`config.mk`:
```
export PLATFORM = sky130hd
export DESIGN_NAME = ftm_norm_div
export DESIGN_NICKNAME = d
export VERILOG_FILES = /design/src/hw/rtl/ftm_pkg.sv /design/src/hw/rtl/ftm_norm_div.sv
export SDC_FILE = /design/constraint.sdc
export NUM_CORES = 2
export LEC_CHECK = 0
export BUFFER_PORTS_ARGS = -buffer_cell sky130_fd_sc_hd__buf_4
export CAP_MARGIN = 25
export CORE_MARGIN = 2
export CORE_UTILIZATION = 34
export DETAILED_ROUTE_END_ITERATION = 12
export GPL_TIMING_DRIVEN = 0
export PLACE_DENSITY = 0.48
export SLEW_MARGIN = 20
export SYNTH_ARGS = -nofsm -noshare
export SYNTH_HDL_FRONTEND = slang
export SYNTH_SLANG_ARGS = --single-unit
```
`constraint.sdc`:
```
create_clock -name clk_i -period 5.7 [get_ports clk_i]
set_input_delay 1.14 -clock clk_i [delete_from_list [all_inputs] [get_ports clk_i]]
set_output_delay 1.14 -clock clk_i [all_outputs]
set_load 0.05 [all_outputs]
```
`src/hw/rtl/ftm_pkg.sv`:
```
package ftm_pkg;

  localparam int INTENSITY_BITS_DEF  = 16;
  localparam int MEMBERSHIP_BITS_DEF = 16;

  localparam int CFG_INDEX_W = 3;
  localparam int CFG_DATA_W  = 24;
  localparam int CENTER_W    = 24;
  localparam int COEF_W      = 16;
  localparam int BIAS_W      = 16;

  localparam logic [CENTER_W-1:0] CENTER_RST = '0;
  localparam logic [COEF_W-1:0]   LAMBDA_RST = 16'd256;
  localparam logic [COEF_W-1:0]   WEIGHT_RST = 16'd4096;
  localparam logic [COEF_W-1:0]   FUZZ_RST   = 16'd8192;
  localparam logic [COEF_W-1:0]   FUZZ_ONE   = 16'd4096;

  // 1/(q-1) in Q.16; q - 1 down to 2^-12 gives at most 2^28
  localparam int                 RECIP_W   = 29;
  localparam logic [RECIP_W-1:0] RECIP_RST = 29'd65536;

  localparam int LOG_FRAC_W = 16;
  localparam int EXP_W      = 31;
  localparam int ROM_W      = 30;
  localparam int TOT_W      = 32;

  typedef enum logic [CFG_INDEX_W-1:0] {
    REG_CENTER_CSF = 3'd0,
    REG_CENTER_GM  = 3'd1,
    REG_CENTER_WM  = 3'd2,
    REG_LAMBDA     = 3'd3,
    REG_WEIGHT_CSF = 3'd4,
    REG_WEIGHT_GM  = 3'd5,
    REG_WEIGHT_WM  = 3'd6,
    REG_FUZZINESS  = 3'd7
  } ftm_reg_e;

  function automatic int max_int(input int a, input int b);
    return (a > b) ? a : b;
  endfunction

  // width of the weighted cost e = (d1^2 + (d2^2*lambda << 16)) * w + 1
  function automatic int cost_width(input int ib);
    int pw;
    int a1w;
    int a2w;
    int sw;
    pw  = CENTER_W + 1 + BIAS_W;
    a1w = max_int(ib + 21, pw);
    a2w = max_int(ib + 9, CENTER_W + 1);
    sw  = max_int(2 * a1w, 2 * a2w + 32) + 1;
    return sw + COEF_W;
  endfunction

  // c_0 = 2^29, c_i = floor(sqrt(c_(i-1) * 2^30)): c_i ~ 2^30 * 2^(-2^-i)
  function automatic logic [ROM_W-1:0] exp_rom(input int idx);
    logic [63:0] c;
    logic [63:0] v;
    logic [63:0] r;
    logic [63:0] b;
    c = 64'd1 << 29;
    for (int i = 1; i <= 16; i++) begin
      if (i <= idx) begin
        v = c << 30;
        r = '0;
        b = 64'd1 << 62;
        for (int j = 0; j < 32; j++) begin
          if (v >= r + b) begin
            v = v - (r + b);
            r = (r >> 1) + b;
          end else begin
            r = r >> 1;
          end
          b = b >> 2;
        end
        c = r;
      end
    end
    return c[ROM_W-1:0];
  endfunction

endpackage

```
`src/hw/rtl/ftm_norm_div.sv`:
```
module ftm_norm_div #(
  parameter int MEMBERSHIP_BITS = ftm_pkg::MEMBERSHIP_BITS_DEF
) (
  input  logic                        clk_i,
  input  logic                        adv_i,
  input  logic [ftm_pkg::EXP_W-1:0]   u_i,
  input  logic [ftm_pkg::TOT_W-1:0]   tot_i,
  output logic [MEMBERSHIP_BITS:0]    quo_o
);

  localparam int MB   = MEMBERSHIP_BITS;
  localparam int NUMW = ftm_pkg::TOT_W + MB;

  logic [NUMW-1:0]             num;
  logic [NUMW-1:0]             rem_q [MB];
  logic [ftm_pkg::TOT_W-1:0]   tot_q [MB];
  logic [MB:0]                 q_q   [MB+1];

  // rounded numerator: u * 2^MB + S/2
  assign num = (NUMW'(u_i) << MB) + NUMW'(tot_i >> 1);

  // one quotient bit a stage, most significant first
  for (genvar j = 0; j <= MB; j++) begin : g_step
    logic [NUMW-1:0]           rem_in;
    logic [ftm_pkg::TOT_W-1:0] tot_in;
    logic [MB:0]               q_in;
    logic [NUMW-1:0]           den_sh;
    logic                      ge;

    if (j == 0) begin : g_first
      assign rem_in = num;
      assign tot_in = tot_i;
      assign q_in   = '0;
    end else begin : g_next
      assign rem_in = rem_q[j-1];
      assign tot_in = tot_q[j-1];
      assign q_in   = q_q[j-1];
    end

    assign den_sh = NUMW'(tot_in) << (MB - j);
    assign ge     = rem_in >= den_sh;

    always_ff @(posedge clk_i) begin
      if (adv_i) begin
        q_q[j] <= {q_in[MB-1:0], ge};
      end
    end

    if (j < MB) begin : g_carry
      always_ff @(posedge clk_i) begin
        if (adv_i) begin
          rem_q[j] <= ge ? (rem_in - den_sh) : rem_in;
          tot_q[j] <= tot_in;
        end
      end
    end
  end

  assign quo_o = q_q[MB];

endmodule
```
# Word-level counts from Yosys, hierarchy flattened
# Memories as Yosys holds them, arrays and structs flattened.
# Cells that the tools add are included.
[totals]
in_bits = 65
regBits = 0
memories = 3
out_inout_bits = 17
word_cells = 55
latchBits = 0
ram_bits = 1569
rom_bits = 0
[classes]
div = 0
eq_ne = 0
mux = 18
n_shift = 0
magnitude_cmp = 17
n_reduce_logical = 0
mul = 0
add_sub_neg = 17
bitwise_logic = 0
[memory_table]
columns = ["name", "words", "width", "rd", "rd_clocked_by_memory_dff", "wr", "line_no", "source"]
rows = [
  ["rem_q", 16, 48, 16, 0, 16, "ftm_norm_div.sv:15", "logic [NUMW-1:0] rem_q [MB];"],
  ["tot_q", 16, 32, 16, 0, 16, "ftm_norm_div.sv:16", "logic [ftm_pkg::TOT_W-1:0] tot_q [MB];"],
  ["q_q", 17, 17, 17, 0, 17, "ftm_norm_div.sv:17", "logic [MB:0] q_q [MB+1];"],
]
[ops]
columns = ["operator", "n"]
rows = [
  ["48-bit 2-to-1 mux", 16],
  ["47-bit by 31-bit adder with 48-bit output", 1],
  ["48-bit by 32-bit greater-or-equal comparator with 1-bit output", 1],
  ["48-bit by 33-bit greater-or-equal comparator with 1-bit output", 1],
  ["48-bit by 34-bit greater-or-equal comparator with 1-bit output", 1],
  ["48-bit by 35-bit greater-or-equal comparator with 1-bit output", 1],
  ["48-bit by 36-bit greater-or-equal comparator with 1-bit output", 1],
  ["48-bit by 37-bit greater-or-equal comparator with 1-bit output", 1],
  ["48-bit by 38-bit greater-or-equal comparator with 1-bit output", 1],
  ["48-bit by 39-bit greater-or-equal comparator with 1-bit output", 1],
  ["48-bit by 40-bit greater-or-equal comparator with 1-bit output", 1],
  ["48-bit by 41-bit greater-or-equal comparator with 1-bit output", 1],
  ["48-bit by 42-bit greater-or-equal comparator with 1-bit output", 1],
  ["48-bit by 43-bit greater-or-equal comparator with 1-bit output", 1],
  ["48-bit by 44-bit greater-or-equal comparator with 1-bit output", 1],
  ["48-bit by 45-bit greater-or-equal comparator with 1-bit output", 1],
  ["48-bit by 46-bit greater-or-equal comparator with 1-bit output", 1],
  ["48-bit by 47-bit greater-or-equal comparator with 1-bit output", 1],
  ["48-bit greater-or-equal comparator", 1],
  ["48-bit by 33-bit subtractor with 48-bit output", 1],
  ["48-bit by 34-bit subtractor with 48-bit output", 1],
  ["48-bit by 35-bit subtractor with 48-bit output", 1],
  ["48-bit by 36-bit subtractor with 48-bit output", 1],
  ["48-bit by 37-bit subtractor with 48-bit output", 1],
  ["12 further kinds", 13],
]

# Longest topological paths before layout
[logic_depth]
ltp_word = 3
mapped_depth = 24

# Worst setup path after synthesis
# No wires, ideal clock.
[synth_timing]
path_type = "in2reg"
from = "input u_i[1] (netlist name)"
to = "memory rem_q[0][33] (netlist name), data pin"
stages = 19
path_buffers = 0
setup_ns = 0.260
setup_slack_ns = 0.026
arrival_time_ns = 5.415
t_required_ns = 5.440
path_cell_list = "ha_1 -> a211oi_1 -> nor2_1 -> o311a_1 -> o41a_1 -> a21o_1 -> a21oi_1 -> o21ai_1 -> and3_1 -> xor2_1 -> ha_1 -> a21o_1 -> a21o_1 -> a21oi_1 -> a21boi_0 -> nor3_1 -> o41ai_4 -> inv_2 -> mux2_2"
[synth_rtl]
columns = ["element", "line_no", "source"]
rows = [
  ["start, declared", "ftm_norm_div.sv:6", "input logic [ftm_pkg::EXP_W-1:0] u_i,"],
  ["end, declared", "ftm_norm_div.sv:15", ""],
]

==> impl_metrics.csv <==
group,metric,value,unit
global_routing,grt-ovfl-total,0,
global_routing,grt_pass1_vias,56500,
setup_path,cp-start-kind,"primary input",
setup_path,criticalPathCategory,"in -> reg",
die,die_w,484,um
die,core_area,229000,sq um
final_layout,layout_common_cells,"edfxtp_1 (1297), a21oi_1 (743), inv_1 (677), ha_1 (558), nand2_1 (538)",
setup_path,cpLargestDelayFamily,"compound AO/OA/AOI/OAI gates",
timing,setup_ws,229,ps
die,die_y,484,um
setup_path,critPathCaptureType,"flip-flop",
logic_synthesis,synth.yosys.seq_area_share,49.8,%
final_layout,final_common_cell,"edfxtp_1",
die,die_area,234000,sq um
logic_synthesis,synthCells,7456,
final_layout,nNetsFinal,8350,
global_routing,track_usage,18.3,%
outcome,status,"complete, no violations",
timing,post-route-min-period,5470,ps
logic_synthesis,syn-num-nets,8097,
setup_path,cpMostUsedCell,"a21o_1",
setup_path,rr_startpoint,"tot_q[3][41]$_DFFE_PP_",
setup_path,critical_path_peak_fanout,8,
timing,max_freq,0.183,GHz
setup_path,cp.arrival,6020,ps
route,drc,0,
route,drtIter0Drc,4081,
global_routing,antenna_found_initial,1,
logic_synthesis,synth_ff_type,"edfxtp_1",
setup_path,critPathBufInv,3,
cts,cts_buffers,157,
cts,cts_buffer_depth,3,
die,io-pin-count,82,
final_layout,fill_cells,22600,
die,rows,176,
cts,cts_num_sinks,1297,
logic_synthesis,synth_warnings,0,
global_routing,grt_use_met1,24.1,%
logic_synthesis,synth_fa_ha_area_share,9.37,%
global_routing,grt_max_degree,152,
placement,dpl.hpwl,170000,um
global_routing,grt.met3_usage,2.65,%
logic_synthesis,synthMuxAreaShare,1.47,%
global_routing,grt_pass1_wl,336000,um
placement,io_buffers,81,
logic_synthesis,ys_seq_elements,1297,
job,drv_cap,0,
route,vias,56900,
power_and_ir_drop,power.density,521,nW/um^2
timing,slew_violations,0,
setup_path,startpoint,"u_i[1]",
cts,clock_latency,810,ps
timing,maxSlewHeadroom,23.5,%
timing,timing.final.crit_share,96.0,%
die,initial_utilization,34.1,%
timing,hold_viol_final,0,
route,viasPerCell,5.24,
logic_synthesis,synth_xor_xnor_area_share,6.57,%
cts,htreeDepth,4,
final_layout,syn2layout_area_growth,13.0,%
timing,setup-violations-final,0,
timing,skew,38.2,ps
logic_synthesis,mappedNetlistArea,78200,sq um
logic_synthesis,synth_top_family_by_area,"compound AO/OA/AOI/OAI gates",
route,ant_nets,0,
logic_synthesis,ys_async_sr_fraction,0,%
logic_synthesis,yosys.area_share.simple,11.8,%
setup_path,crit_path_top_delay_cell,"ha_1",
setup_path,worstPathCellList,"buf_4 > ha_1 > a211oi_1 > nor2_1 > o311a_1 > o41a_1 > a21o_1 > a21oi_1 > o21ai_2 > and3_1 > xor2_2 > ha_1 > a21o_1 > a21o_1 > a21oi_2 > nand2_1 > a311oi_2 > nor3_2 > o41ai_4 > buf_6 > buf_4 > a31oi_1 > a32o_1",
cts,cts_tree,"built",
timing,grt_setup_unrepaired,"false",
power_and_ir_drop,p_leak,35.1,nW
cts,path_clk_slew,60,ps
route,post_drt_wl_per_cell,20.1,um
hold_path,hp-class,"reg -> reg",
logic_synthesis,yosysUniqueCellTypes,104,
route,postRouteWirelength,218000,um
logic_synthesis,synth_compound_area_share,16.5,%
placement,place_ws,-1740,ps
timing,tightest_slew,1140,ps
global_routing,gr-usage-met2,30.6,%
logic_synthesis,post_synth.cell_area_avg,10.5,sq um
power_and_ir_drop,ir_drop,0.328,mV
route,dr.pass1.iters,6,
logic_synthesis,synth-edff-count,1297,
setup_path,max_stage_delay,370,ps
final_layout,drive_above_1_share,7.44,%
setup_path,cp.required,6250,ps
hold_path,hold_path_startpoint,"q_q[7][6]$_DFFE_PP_",
placement,place.gp.congestion,0.915,
global_routing,globalRoute.busiestLayer,"met2",
power_and_ir_drop,design_power_total,46.1,mW
cts,cts_root_buffer,"clkbuf_16",
## metal layers
| layer | wire length [um] | vias up |
|---|---|---|
| met5 | 13 | - |
| met3 | 9890 | 359 |
| li1 | - | 27900 |
| met1 | 98100 | 27300 |
| met4 | 7460 | 2 |
| met2 | 102000 | 1342 |
## registers in the layout (all words and copies together), names as in the netlist
signal / count
q_q: 153
rem_q: 688
tot_q: 456
## per-stage QoR
step | util (%) | instance area, sq um | hold slack (ps) | TNS (ps) | cells
after global routing | 38.5 | 88400 | 411 | 0 | 10900
after CTS | 38.5 | 88300 | 411 | 0 | 10900
after detailed placement | 36.1 | 82900 | 405 | -49690 | 10600
after global placement | 36.0 | 82600 | 400 | - | 10600
final | 38.5 | 88400 | 410 | 0 | 10900
after floorplan | - | 78200 | 400 | 0 | 7456
## cells in the mapped netlist (all sizes together) (19+ instances only)
cell type  count  area [sq um]
o31a          19           166
o21a          74           556
or3           47           295
clkbuf       164           618
xor2         252          2210
a21boi        21           158
a21oi        747          3740
o21ai        451          2260
o211ai        38           290
a31oi         73           457
o31ai         32           259
and3          54           338
o21bai        80           601
buf           62           329
a2111oi       20           206
and2          31           194
a21o         297          2230
nor4          61           397
inv          678          2540
nor3         112           566
nor2         526          1980
xnor2        335          2930
nand4        124           776
ha           559          6990
mux2          99          1120
or2           27           171
a311oi        19           173
and4          19           166
nor2b         96           601
a211oi        40           315
nand2        538          2020
edfxtp      1297         38900
nand3        139           706
nand2b        72           450
## logic make-up after synthesis
kind of cell,count (synthesis)
and+or+nand+nor,1920
buffers and inverters,905
muxes,102
AOI/OAI and AO/OA,2069
adders and majority gates,576
xor gates and xnor gates,587
DFF,1297
## cell type report
cell class | count | area, sq um | share of cell area [%]
clock buffers | 182 | 4130 | 4.67
inverters | 679 | 2550 | 2.88
multi-input cells | 5254 | 35900 | 40.6
repair buffers | 96 | 927 | 1.05
clock inverters | 103 | 1220 | 1.38
plain buffers | 224 | 946 | 1.07
diodes | 2 | 5.00 | 0.00566
well taps | 3026 | 3790 | 4.28
flip-flops and latches | 1297 | 38900 | 44.1
## power by group
| part | internal (mW) | switching (mW) |
|---|---|---|
| clock network | 6.25 | 4.10 |
| registers | 14.0 | 1.75 |
| logic | 8.14 | 11.8 |
| total | 28.4 | 17.6 |
## worst register-to-register path: cells and delay by family, from the launching register on
kind | cells | cell delay (ps)
mux | 1 | 540
buf+inv | 3 | 1750
fa+ha+maj | 2 | 420
flops | 1 | 390
simple gates | 3 | 410
compound gates | 4 | 1060
## path summary, 6_finish.rpt
| path | endpoint | slack, ps | cells past startpoint |
|---|---|---|---|
| worst max-delay path | rem_q[0][41]$_DFFE_PP_ | 230 | 23 |
| worst min-delay path | q_q[8][7]$_DFFE_PP_ | 410 | 0 |
| worst max register to register | rem_q[4][18]$_DFFE_PP_ | 860 | 13 |
| worst min register to register | q_q[8][7]$_DFFE_PP_ | 410 | 0 |
## what timing repair did
item,CTS,global route
buffers inserted,2,1
hold buffers,0,0
pin swaps,1,2
endpoints found under the setup margin,33,32
resized for setup,12,12
(Power assumes the default switching activity.)
